<file path="config.mk">
export PLATFORM = sky130hd
export DESIGN_NAME = three_channel_moving_average_ranger_flat
export DESIGN_NICKNAME = d
export VERILOG_FILES = /design/src/rtl/tcmar_pkg.sv /design/src/rtl/tcmar_if.sv /design/src/rtl/tcmar_cfg.sv /design/src/rtl/tcmar_lane.sv /design/src/rtl/tcmar_merge.sv /design/src/rtl/three_channel_moving_average_ranger.sv /design/src/flat_wrapper.sv
export SDC_FILE = /design/constraint.sdc
export NUM_CORES = 2
export LEC_CHECK = 0
export ABC_AREA = 0
export BUFFER_PORTS_ARGS = -buffer_cell sky130_fd_sc_hd__buf_2
export CORE_UTILIZATION = 69
export CTS_BUF_LIST = sky130_fd_sc_hd__clkbuf_16
export DETAILED_ROUTE_END_ITERATION = 8
export GPL_TIMING_DRIVEN = 0
export MAX_ROUTING_LAYER = met4
export PLACE_DENSITY = 0.87
export REMOVE_ABC_BUFFERS = 1
export SLEW_MARGIN = 20
export SYNTH_ARGS = -nofsm -noshare
export SYNTH_HDL_FRONTEND = slang
export SYNTH_SLANG_ARGS = --single-unit
</file>
<file path="constraint.sdc">
create_clock -name clk_i -period 36 [get_ports clk_i]
set_input_delay 9 -clock clk_i [delete_from_list [all_inputs] [get_ports clk_i]]
set_output_delay 9 -clock clk_i [all_outputs]
set_load 0.005 [all_outputs]
</file>
<file path="src/rtl/tcmar_pkg.sv">
`default_nettype none

package tcmar_pkg;

  localparam int WINDOW_LENGTH = 20;
  localparam int SAMPLE_BITS   = 12;
  localparam int NUM_CH        = 3;

  // transaction field widths
  localparam int IN_W      = 12;
  localparam int AVG_OUT_W = 12;
  localparam int DIST0_W   = 16;
  localparam int DIST_W    = 14;

  // register widths
  localparam int FSR_W  = 16;
  localparam int GAIN_W = 17;
  localparam int OFF_W  = 24;

  localparam int FSR_SHIFT = 12;
  localparam int Q_SHIFT   = 16;

  // APB
  localparam int ADDR_W = 5;
  localparam int DATA_W = 32;

  localparam int SUM_W  = SAMPLE_BITS + $clog2(WINDOW_LENGTH);
  localparam int FILL_W = $clog2(WINDOW_LENGTH + 1);

  // floor(sum / WINDOW_LENGTH) as (sum * DIV_M) >> DIV_S, exact for all sum < 2**SUM_W
  localparam int DIV_L  = $clog2(WINDOW_LENGTH);
  localparam int DIV_S  = SUM_W + DIV_L;
  localparam int DIV_MW = SUM_W + 1;
  localparam int DIV_PW = SUM_W + DIV_MW;
  localparam longint unsigned DIV_M =
    ((64'd1 << DIV_S) + WINDOW_LENGTH - 1) / WINDOW_LENGTH;
  localparam logic [DIV_MW-1:0] DIV_MC = DIV_MW'(DIV_M);

  localparam int P0_W  = SAMPLE_BITS + FSR_W;
  localparam int P12_W = SAMPLE_BITS + GAIN_W;
  localparam int DIFF_W = ((P12_W + 2) > (Q_SHIFT + DIST_W + 1)) ?
                          (P12_W + 2) : (Q_SHIFT + DIST_W + 1);
  localparam int QD_W   = DIFF_W - Q_SHIFT;

  localparam int DIST_MAX  = 2 ** (DIST_W - 1) - 1;
  localparam int DIST_MIN  = -(2 ** (DIST_W - 1));
  localparam int DIST0_MAX = 2 ** DIST0_W - 1;

  typedef enum logic [ADDR_W-3:0] {
    REG_FSR   = 3'd0,
    REG_GAIN1 = 3'd1,
    REG_OFF1  = 3'd2,
    REG_GAIN2 = 3'd3,
    REG_OFF2  = 3'd4
  } reg_idx_e;

  typedef struct packed {
    logic [FSR_W-1:0]  fsr;
    logic [GAIN_W-1:0] gain1;
    logic [OFF_W-1:0]  off1;
    logic [GAIN_W-1:0] gain2;
    logic [OFF_W-1:0]  off2;
  } cfg_t;

  localparam cfg_t CFG_RST = '{
    fsr:   16'd8570,
    gain1: 17'd66912,
    off1:  24'd7623392,
    gain2: 17'd67581,
    off2:  24'd4505237
  };

  typedef logic [NUM_CH-1:0][SAMPLE_BITS-1:0] avg_arr_t;

  // lane results toward the merge stage
  typedef struct packed {
    logic     valid;
    logic     full;
    avg_arr_t avg;
  } stage_a_t;

  function automatic logic [SAMPLE_BITS-1:0] win_avg(input logic [SUM_W-1:0] sum);
    logic [DIV_PW-1:0] p;
    p = DIV_PW'(sum) * DIV_PW'(DIV_MC);
    return p[DIV_S +: SAMPLE_BITS];
  endfunction

  function automatic logic [DIST0_W-1:0] dist0(input logic [P0_W-1:0] prod);
    logic [P0_W-FSR_SHIFT-1:0] sh;
    sh = prod[P0_W-1:FSR_SHIFT];
    if (32'(sh) > 32'(DIST0_MAX)) begin
      return DIST0_W'(DIST0_MAX);
    end
    return DIST0_W'(sh);
  endfunction

  // (prod - off) / 2**16 truncated toward zero, clamped to DIST_W signed
  function automatic logic signed [DIST_W-1:0] calib(input logic [P12_W-1:0] prod,
                                                     input logic [OFF_W-1:0] off);
    logic signed [DIFF_W-1:0] diff;
    logic signed [DIFF_W-1:0] diff_up;
    logic signed [DIFF_W-1:0] sel;
    logic signed [QD_W-1:0]   q;
    diff    = $signed(DIFF_W'(prod) - DIFF_W'(off));
    diff_up = $signed(DIFF_W'(prod) - DIFF_W'(off) + DIFF_W'((1 << Q_SHIFT) - 1));
    sel     = diff[DIFF_W-1] ? diff_up : diff;
    q       = sel[DIFF_W-1:Q_SHIFT];
    if (q > $signed(QD_W'(DIST_MAX))) begin
      return DIST_W'(DIST_MAX);
    end
    if (q < $signed(QD_W'(DIST_MIN))) begin
      return DIST_W'(DIST_MIN);
    end
    return q[DIST_W-1:0];
  endfunction

endpackage

`default_nettype wire

</file>
<file path="src/rtl/tcmar_if.sv">
`default_nettype none

interface tcmar_in_if;
  import tcmar_pkg::*;

  logic            valid;
  logic            ready;
  logic [IN_W-1:0] sample_ch0;
  logic [IN_W-1:0] sample_ch1;
  logic [IN_W-1:0] sample_ch2;

  modport source (output valid, sample_ch0, sample_ch1, sample_ch2, input ready);
  modport sink   (input valid, sample_ch0, sample_ch1, sample_ch2, output ready);
endinterface

interface tcmar_out_if;
  import tcmar_pkg::*;

  logic                     valid;
  logic                     ready;
  logic [AVG_OUT_W-1:0]     average_ch0;
  logic [AVG_OUT_W-1:0]     average_ch1;
  logic [AVG_OUT_W-1:0]     average_ch2;
  logic [DIST0_W-1:0]       distance_ch0;
  logic signed [DIST_W-1:0] distance_ch1;
  logic signed [DIST_W-1:0] distance_ch2;
  logic                     window_full;

  modport source (output valid, average_ch0, average_ch1, average_ch2, distance_ch0,
                  distance_ch1, distance_ch2, window_full, input ready);
  modport sink   (input valid, average_ch0, average_ch1, average_ch2, distance_ch0,
                  distance_ch1, distance_ch2, window_full, output ready);
endinterface

`default_nettype wire

</file>
<file path="src/rtl/tcmar_cfg.sv">
`default_nettype none

module tcmar_cfg (
  input  logic                         clk_i,
  input  logic                         rst_ni,
  input  logic                         psel,
  input  logic                         penable,
  input  logic                         pwrite,
  input  logic [tcmar_pkg::ADDR_W-1:0] paddr,
  input  logic [tcmar_pkg::DATA_W-1:0] pwdata,
  output logic [tcmar_pkg::DATA_W-1:0] prdata,
  output logic                         pready,
  output tcmar_pkg::cfg_t              cfg_o
);
  import tcmar_pkg::*;

  cfg_t     cfg_q;
  reg_idx_e idx;
  logic     wr;

  assign idx    = reg_idx_e'(paddr[ADDR_W-1:2]);
  assign wr     = psel && penable && pwrite;
  assign pready = 1'b1;
  assign cfg_o  = cfg_q;

  always_ff @(posedge clk_i or negedge rst_ni) begin
    if (!rst_ni) begin
      cfg_q <= CFG_RST;
    end else if (wr) begin
      case (idx)
        REG_FSR:   cfg_q.fsr   <= pwdata[FSR_W-1:0];
        REG_GAIN1: cfg_q.gain1 <= pwdata[GAIN_W-1:0];
        REG_OFF1:  cfg_q.off1  <= pwdata[OFF_W-1:0];
        REG_GAIN2: cfg_q.gain2 <= pwdata[GAIN_W-1:0];
        REG_OFF2:  cfg_q.off2  <= pwdata[OFF_W-1:0];
        default: ;
      endcase
    end
  end

  always_comb begin
    case (idx)
      REG_FSR:   prdata = DATA_W'(cfg_q.fsr);
      REG_GAIN1: prdata = DATA_W'(cfg_q.gain1);
      REG_OFF1:  prdata = DATA_W'(cfg_q.off1);
      REG_GAIN2: prdata = DATA_W'(cfg_q.gain2);
      REG_OFF2:  prdata = DATA_W'(cfg_q.off2);
      default:   prdata = '0;
    endcase
  end

endmodule

`default_nettype wire

</file>
<file path="src/rtl/tcmar_lane.sv">
`default_nettype none

module tcmar_lane (
  input  logic                              clk_i,
  input  logic                              rst_ni,
  input  logic                              take_i,
  input  logic                              full_i,
  input  logic [tcmar_pkg::IN_W-1:0]        sample_i,
  output logic [tcmar_pkg::SAMPLE_BITS-1:0] avg_o
);
  import tcmar_pkg::*;

  logic [SAMPLE_BITS-1:0] win_q [WINDOW_LENGTH];
  logic [SAMPLE_BITS-1:0] s;
  logic [SUM_W-1:0]       sum_q, sum_d;
  logic [SAMPLE_BITS-1:0] avg_q, avg_d;

  assign s = SAMPLE_BITS'(sample_i);

  // oldest sample leaves once the window is full
  always_comb begin
    sum_d = sum_q + SUM_W'(s) - (full_i ? SUM_W'(win_q[WINDOW_LENGTH-1]) : '0);
    avg_d = full_i ? win_avg(sum_q) : avg_q;
  end

  always_ff @(posedge clk_i or negedge rst_ni) begin
    if (!rst_ni) begin
      sum_q <= '0;
      avg_q <= '0;
    end else if (take_i) begin
      sum_q <= sum_d;
      avg_q <= avg_d;
    end
  end

  always_ff @(posedge clk_i) begin
    if (take_i) begin
      win_q[0] <= s;
      for (int i = 1; i < WINDOW_LENGTH; i++) begin
        win_q[i] <= win_q[i-1];
      end
    end
  end

  assign avg_o = avg_q;

endmodule

`default_nettype wire

</file>
<file path="src/rtl/tcmar_merge.sv">
`default_nettype none

module tcmar_merge (
  input  logic                 clk_i,
  input  logic                 rst_ni,
  input  tcmar_pkg::stage_a_t  sa_i,
  input  tcmar_pkg::cfg_t      cfg_i,
  output logic                 rdy_o,
  tcmar_out_if.source          out_o
);
  import tcmar_pkg::*;

  // product stage
  logic              vb_q;
  logic              fb_q;
  avg_arr_t          avgb_q;
  logic [P0_W-1:0]   p0_q;
  logic [P12_W-1:0]  p1_q;
  logic [P12_W-1:0]  p2_q;

  // output register
  logic                     ov_q;
  logic                     fo_q;
  avg_arr_t                 avgo_q;
  logic [DIST0_W-1:0]       d0_q;
  logic signed [DIST_W-1:0] d1_q;
  logic signed [DIST_W-1:0] d2_q;

  logic rdy_c;

  assign rdy_c = !ov_q || out_o.ready;
  assign rdy_o = !vb_q || rdy_c;

  always_ff @(posedge clk_i or negedge rst_ni) begin
    if (!rst_ni) begin
      vb_q <= 1'b0;
      ov_q <= 1'b0;
    end else begin
      if (rdy_o) begin
        vb_q <= sa_i.valid;
      end
      if (rdy_c) begin
        ov_q <= vb_q;
      end
    end
  end

  always_ff @(posedge clk_i) begin
    if (rdy_o && sa_i.valid) begin
      fb_q   <= sa_i.full;
      avgb_q <= sa_i.avg;
      p0_q   <= P0_W'(sa_i.avg[0]) * P0_W'(cfg_i.fsr);
      p1_q   <= P12_W'(sa_i.avg[1]) * P12_W'(cfg_i.gain1);
      p2_q   <= P12_W'(sa_i.avg[2]) * P12_W'(cfg_i.gain2);
    end
    if (rdy_c && vb_q) begin
      fo_q   <= fb_q;
      avgo_q <= avgb_q;
      d0_q   <= dist0(p0_q);
      d1_q   <= calib(p1_q, cfg_i.off1);
      d2_q   <= calib(p2_q, cfg_i.off2);
    end
  end

  assign out_o.valid        = ov_q;
  assign out_o.average_ch0  = AVG_OUT_W'(avgo_q[0]);
  assign out_o.average_ch1  = AVG_OUT_W'(avgo_q[1]);
  assign out_o.average_ch2  = AVG_OUT_W'(avgo_q[2]);
  assign out_o.distance_ch0 = d0_q;
  assign out_o.distance_ch1 = d1_q;
  assign out_o.distance_ch2 = d2_q;
  assign out_o.window_full  = fo_q;

endmodule

`default_nettype wire

</file>
<file path="src/rtl/three_channel_moving_average_ranger.sv">
// Three-channel moving-average ranger.
// in_i carries one triple of converter samples per transaction; out_o returns
// one result per input: the three held window averages, the calibrated
// distances and window_full. Both channels use valid/ready.
// Three identical lanes each hold a 20-sample shift line, a running sum and
// the held average; a merge stage multiplies the averages by the registered
// calibration (APB port, registers at byte addresses 0,4,...,16) and applies
// offset, truncation and clamping.
// Each result is registered in the lane stage, the product stage and the output register.
// Throughput: one transaction per cycle unless out_o stalls; the lane update
// (sum, shift line, constant-reciprocal divide) completes at the edge that takes a sample.
// Reset clears sums, held averages, fill count and pipeline valids; the
// configuration returns to its defaults. No clearing pass is needed.
// When out_o is stalled the result holds in the output register and the two
// earlier stages still fill, so up to three transactions are in flight before
// in_i.ready drops.
`default_nettype none

module three_channel_moving_average_ranger (
  input  logic                         clk_i,
  input  logic                         rst_ni,
  tcmar_in_if.sink                     in_i,
  tcmar_out_if.source                  out_o,
  input  logic                         psel,
  input  logic                         penable,
  input  logic                         pwrite,
  input  logic [tcmar_pkg::ADDR_W-1:0] paddr,
  input  logic [tcmar_pkg::DATA_W-1:0] pwdata,
  output logic [tcmar_pkg::DATA_W-1:0] prdata,
  output logic                         pready
);
  import tcmar_pkg::*;

  cfg_t                        cfg;
  logic [NUM_CH-1:0][IN_W-1:0] samples;
  avg_arr_t                    avg_a;
  stage_a_t                    sa;
  logic                        accept;
  logic                        rdy_b;
  logic                        full;
  logic                        va_q;
  logic                        fa_q;
  logic [FILL_W-1:0]           fill_q, fill_d;

  assign samples[0] = in_i.sample_ch0;
  assign samples[1] = in_i.sample_ch1;
  assign samples[2] = in_i.sample_ch2;

  assign in_i.ready = !va_q || rdy_b;
  assign accept     = in_i.valid && in_i.ready;
  assign full       = (fill_q == FILL_W'(WINDOW_LENGTH));
  assign fill_d     = full ? fill_q : fill_q + FILL_W'(1);

  always_ff @(posedge clk_i or negedge rst_ni) begin
    if (!rst_ni) begin
      fill_q <= '0;
      va_q   <= 1'b0;
      fa_q   <= 1'b0;
    end else begin
      va_q <= accept || (va_q && !rdy_b);
      if (accept) begin
        fill_q <= fill_d;
        fa_q   <= (fill_d == FILL_W'(WINDOW_LENGTH));
      end
    end
  end

  for (genvar c = 0; c < NUM_CH; c++) begin : g_lane
    tcmar_lane u_lane (
      .clk_i    (clk_i),
      .rst_ni   (rst_ni),
      .take_i   (accept),
      .full_i   (full),
      .sample_i (samples[c]),
      .avg_o    (avg_a[c])
    );
  end

  assign sa.valid = va_q;
  assign sa.full  = fa_q;
  assign sa.avg   = avg_a;

  tcmar_merge u_merge (
    .clk_i  (clk_i),
    .rst_ni (rst_ni),
    .sa_i   (sa),
    .cfg_i  (cfg),
    .rdy_o  (rdy_b),
    .out_o  (out_o)
  );

  tcmar_cfg u_cfg (
    .clk_i   (clk_i),
    .rst_ni  (rst_ni),
    .psel    (psel),
    .penable (penable),
    .pwrite  (pwrite),
    .paddr   (paddr),
    .pwdata  (pwdata),
    .prdata  (prdata),
    .pready  (pready),
    .cfg_o   (cfg)
  );

endmodule

`default_nettype wire

</file>
<file path="src/flat_wrapper.sv">
// flat-port wrapper written by rule: the top's interface ports become plain ports
module three_channel_moving_average_ranger_flat import tcmar_pkg::*;
  (clk_i, rst_ni, psel, penable, pwrite, paddr, pwdata, prdata, pready, in_i_valid, in_i_sample_ch0, in_i_sample_ch1, in_i_sample_ch2, in_i_ready, out_o_valid, out_o_average_ch0, out_o_average_ch1, out_o_average_ch2, out_o_distance_ch0, out_o_distance_ch1, out_o_distance_ch2, out_o_window_full, out_o_ready);
  tcmar_in_if in_i_i ();
  tcmar_out_if out_o_i ();
  input  logic clk_i;
  input  logic rst_ni;
  input  logic psel;
  input  logic penable;
  input  logic pwrite;
  input  logic [tcmar_pkg::ADDR_W-1:0] paddr;
  input  logic [tcmar_pkg::DATA_W-1:0] pwdata;
  output logic [tcmar_pkg::DATA_W-1:0] prdata;
  output logic pready;
  input wire logic [$bits(in_i_i.valid)-1:0] in_i_valid;
  input wire logic [$bits(in_i_i.sample_ch0)-1:0] in_i_sample_ch0;
  input wire logic [$bits(in_i_i.sample_ch1)-1:0] in_i_sample_ch1;
  input wire logic [$bits(in_i_i.sample_ch2)-1:0] in_i_sample_ch2;
  output wire logic [$bits(in_i_i.ready)-1:0] in_i_ready;
  output wire logic [$bits(out_o_i.valid)-1:0] out_o_valid;
  output wire logic [$bits(out_o_i.average_ch0)-1:0] out_o_average_ch0;
  output wire logic [$bits(out_o_i.average_ch1)-1:0] out_o_average_ch1;
  output wire logic [$bits(out_o_i.average_ch2)-1:0] out_o_average_ch2;
  output wire logic [$bits(out_o_i.distance_ch0)-1:0] out_o_distance_ch0;
  output wire logic [$bits(out_o_i.distance_ch1)-1:0] out_o_distance_ch1;
  output wire logic [$bits(out_o_i.distance_ch2)-1:0] out_o_distance_ch2;
  output wire logic [$bits(out_o_i.window_full)-1:0] out_o_window_full;
  input wire logic [$bits(out_o_i.ready)-1:0] out_o_ready;
  assign in_i_i.valid = in_i_valid;
  assign in_i_i.sample_ch0 = in_i_sample_ch0;
  assign in_i_i.sample_ch1 = in_i_sample_ch1;
  assign in_i_i.sample_ch2 = in_i_sample_ch2;
  assign in_i_ready = in_i_i.ready;
  assign out_o_valid = out_o_i.valid;
  assign out_o_average_ch0 = out_o_i.average_ch0;
  assign out_o_average_ch1 = out_o_i.average_ch1;
  assign out_o_average_ch2 = out_o_i.average_ch2;
  assign out_o_distance_ch0 = out_o_i.distance_ch0;
  assign out_o_distance_ch1 = out_o_i.distance_ch1;
  assign out_o_distance_ch2 = out_o_i.distance_ch2;
  assign out_o_window_full = out_o_i.window_full;
  assign out_o_i.ready = out_o_ready;
  three_channel_moving_average_ranger u_core (.clk_i(clk_i), .rst_ni(rst_ni), .in_i(in_i_i), .out_o(out_o_i), .psel(psel), .penable(penable), .pwrite(pwrite), .paddr(paddr), .pwdata(pwdata), .prdata(prdata), .pready(pready));
endmodule
</file>
==> flow_summary.toml <==
[detailed_routing]
postRouteWirelength_um = 166700
dr_vias = 45830
route.detailed.drc = 0
average_wire_per_cell_in_the_routed_design_um = 21.39
vias_per_cell = 5.881
initial_drc_count = 3523
drt_pass1_iterations = 6
antenna_left = 0

[global_routing]
grt.total_usage_pct = 32.52
grt_antenna_before_repair = 3
grt_max_degree = 125
grt_pass1_wl_um = 262400
vias_in_the_first_global_route = 48290
gr-total-overflow = 0

[cells_and_area]
ratio_of_cells_with_drive_above_1_in_the_final_layout_pct = 8.375
syn2layout_area_growth_pct = 8.234
num-nets-final = 7811
seqCellArea_um2 = 32300
fillers = 6382
area_of_the_multi_input_gates_um2 = 36480
final_cell_count_no_fill = 7792

[placement]
dpl_ws_ns = 15.54
placement.io_buffers = 176
globalplace.congestion = 0.9548
placed_cells_incl_taps = 7587
post-dp-hpwl_um = 114100

[synth]
synth_seq_area_share_pct = 43.57
synthSimpleGateAreaFrac_pct = 8.221
ys_seq_elements = 1106
post_synth_instance_area_um2 = 74120
post_synth_fa_ha_maj_area_fraction_pct = 31.53
netlist.top_cell.by_area = "sky130_fd_sc_hd__edfxtp_1"
netlist.area_leader.share_pct = 36.95
post_synth_most_frequent_cells = "sky130_fd_sc_hd__inv_1 (1251), sky130_fd_sc_hd__edfxtp_1 (912), sky130_fd_sc_hd__fa_1 (738)"
synth_warnings = 0
post_synth_xor_area_fraction_pct = 2.255
synth-compound-area-share_pct = 5.849
synth-main-ff-cell = "sky130_fd_sc_hd__edfxtp_1"
post_synth_inst_count = 6176
async_reset_ff_share_pct = 17.54
synth.area.mux_share_pct = 1.254
avgSynthCellArea_um2 = 12.00
combinational_family_with_the_most_area_after_synthesis = "adder cells"
synth.lib_cells_used.distinct = 97
synth-edff-count = 912
yosys.cell_count.top_type = "sky130_fd_sc_hd__inv_1"
synth.top_cells.by_area = "sky130_fd_sc_hd__edfxtp_1 (37%), sky130_fd_sc_hd__fa_1 (20%), sky130_fd_sc_hd__ha_1 (12%)"

[timing]
post-route-min-period_ns = 20.24
slew_viol_final = 0
worst_slew_pin_slew_ns = 0.8877
fmax_mhz = 49.41
finalSetupViolCount = 0
finalHoldViolCount = 0
rsz0062_at_grt = "no"
fin_worst_skew_ns = 0.04571
worst_hold_slack_ns = 0.3986
tcrit_tclk_final_pct = 56.22
maxSlewHeadroom_pct = 40.65
layout_setup_ws_ns = 15.76

[critical_path]
crit_path_cell_trace = "buf_2, nor2b_2, a22oi_1, o22ai_1, buf_2"
cp.arrival_ns = 11.24
critPathSlowestCell = "sky130_fd_sc_hd__nor2b_2"
crit_family = "buffers and inverters"
worst_path_most_repeated_cell = "sky130_fd_sc_hd__buf_2"
worst_setup_path_end_kind = "output port"
critical_path.n_buffers_inverters = 2
timing.critical_path.slowest_cell_delay_ns = 0.78
data_required_critical_path_ns = 27.00
worstPathMaxFanout = 47
timing.critical_path.from_type = "primary input"
worstSetupPathType = "primary input to output port"

[clock_network]
clock_tree.htree_level_count = 3
cts_buffers = 108
post_cts_resize_count = 0
cts.clk_slew.worst_paths_ns = 0.07
clkSinkCount = 1106
cts_hold_repair.buffers = 0
max-clock-path-buffers = 3
clock_latency_ns = 0.73
cts_tree = "yes"
cts.root.buffer_cell = "sky130_fd_sc_hd__clkbuf_16"
post_cts.repair.setup_buffers = 0

[worst_hold_path]
hold_path_class = "register to register"

[job]
max_cap_viol = 0

[floorplanning]
die_h_um = 329.8
die_area_um2 = 108700
coreArea_um2 = 105900
fp-row-count = 119
start_util_pct = 70.02
die_w_um = 329.8
design.portCount = 196

[status]
status = "finished, final reports clean"
==> layer usage <==
layer | wire length [um] | share of wire, % | GRT usage (%) | vias to the layer above
li1 | - | - | - | 20460
met1 | 66640 | 40 | 42.17 | 22810
met2 | 80210 | 48 | 52.37 | 2078
met3 | 13670 | 8.2 | 5.519 | 472
met4 | 6161 | 3.7 | 11.16 | 0
met5 | 0 | 0 | - | -
==> worst paths after layout <==
| kind | start | to | slack [ns] | depth (start not counted) |
|---|---|---|---|---|
| worst max-delay path | paddr[2] | prdata[10] | 15.76 | 5 |
| worst min-delay path | u_core.u_merge.avgb_q[17] | u_core.u_merge.out_o.average_ch1[5] | 0.40 | 0 |
| worst max register to register | u_core.g_lane[2].u_lane.sum_q[13] | u_core.g_lane[2].u_lane.avg_o[11] | 29.49 | 22 |
| worst min register to register | u_core.u_merge.avgb_q[17] | u_core.u_merge.out_o.average_ch1[5] | 0.40 | 0 |
| max in group asynchronous | rst_ni | u_core.g_lane[0].u_lane.sum_q[15] | 26.67 | 3 |
| min in group asynchronous | rst_ni | u_core.u_cfg.cfg_o[58] | 8.10 | 1 |
==> area by class of cell <==
cell class / count / share of cell area, %
Clock inverter: 94 / 1.210
Tap cell: 1391 / 2.169
Inverter: 1251 / 5.863
Timing Repair Buffer: 193 / 1.592
Sequential cell: 1106 / 40.26
Multi-Input combinational cell: 3646 / 45.47
Antenna cell: 1 / 0.003119
Clock buffer: 110 / 3.431
==> logic make-up after synthesis <==
family | count (synthesis)
buffers and inverters | 1431
adder cells (fa/ha/maj) | 1425
AND/OR/NAND/NOR | 1274
flip-flops | 1106
AO/OA/AOI/OAI | 665
XOR/XNOR | 190
multiplexers | 83
other | 2
==> registers in the layout (all words and copies together), names as in the netlist, 14 cells and up <==
signal,count
u_core.g_lane.u_lane.avg_o,36
u_core.u_cfg.cfg_o,98
u_core.u_merge.p2_q,29
u_core.u_merge.p0_q,16
u_core.u_merge.out_o.distance_ch1,14
u_core.u_merge.avgb_q,36
u_core.g_lane.u_lane.win_q,720
u_core.u_merge.out_o.distance_ch2,14
u_core.u_merge.out_o.distance_ch0,16
u_core.g_lane.u_lane.sum_q,51
u_core.u_merge.p1_q,29
==> cells in the final DEF, fill, tap and decap left out, types with 20 or more instances in the layout <==
master,n
sky130_fd_sc_hd__a21o_1,58
sky130_fd_sc_hd__a21oi_1,126
sky130_fd_sc_hd__a22oi_1,40
sky130_fd_sc_hd__a31oi_1,20
sky130_fd_sc_hd__and2_1,248
sky130_fd_sc_hd__buf_2,176
sky130_fd_sc_hd__clkbuf_16,110
sky130_fd_sc_hd__dfrtp_1,149
sky130_fd_sc_hd__dfstp_2,45
sky130_fd_sc_hd__edfxtp_1,912
sky130_fd_sc_hd__fa_1,738
sky130_fd_sc_hd__ha_1,687
sky130_fd_sc_hd__inv_1,1269
sky130_fd_sc_hd__mux2_2,79
sky130_fd_sc_hd__nand2_1,607
sky130_fd_sc_hd__nand2b_1,31
sky130_fd_sc_hd__nand3_1,46
sky130_fd_sc_hd__nor2_1,135
sky130_fd_sc_hd__nor2b_1,36
sky130_fd_sc_hd__nor3_1,46
sky130_fd_sc_hd__o21a_1,36
sky130_fd_sc_hd__o21ai_0,200
sky130_fd_sc_hd__o22ai_1,20
sky130_fd_sc_hd__or3_1,25
sky130_fd_sc_hd__xnor2_1,132
sky130_fd_sc_hd__xor2_1,57
==> stage by stage <==
step | cell area [um^2] | setup TNS [ns] | utilization (%)
final | 80220 | 0 | 75.78
after global routing | 80220 | 0 | 75.78
after CTS | 80210 | 0 | 75.77
after detailed placement | 76490 | 0 | 72.25
after global placement | 76050 | -148.93 | 71.84
after floorplan | 73430 | 0 | -
Power is left out: the tool's default activity adds up to more than one toggle a clock period on the data nets, which glitch-free logic cannot reach.
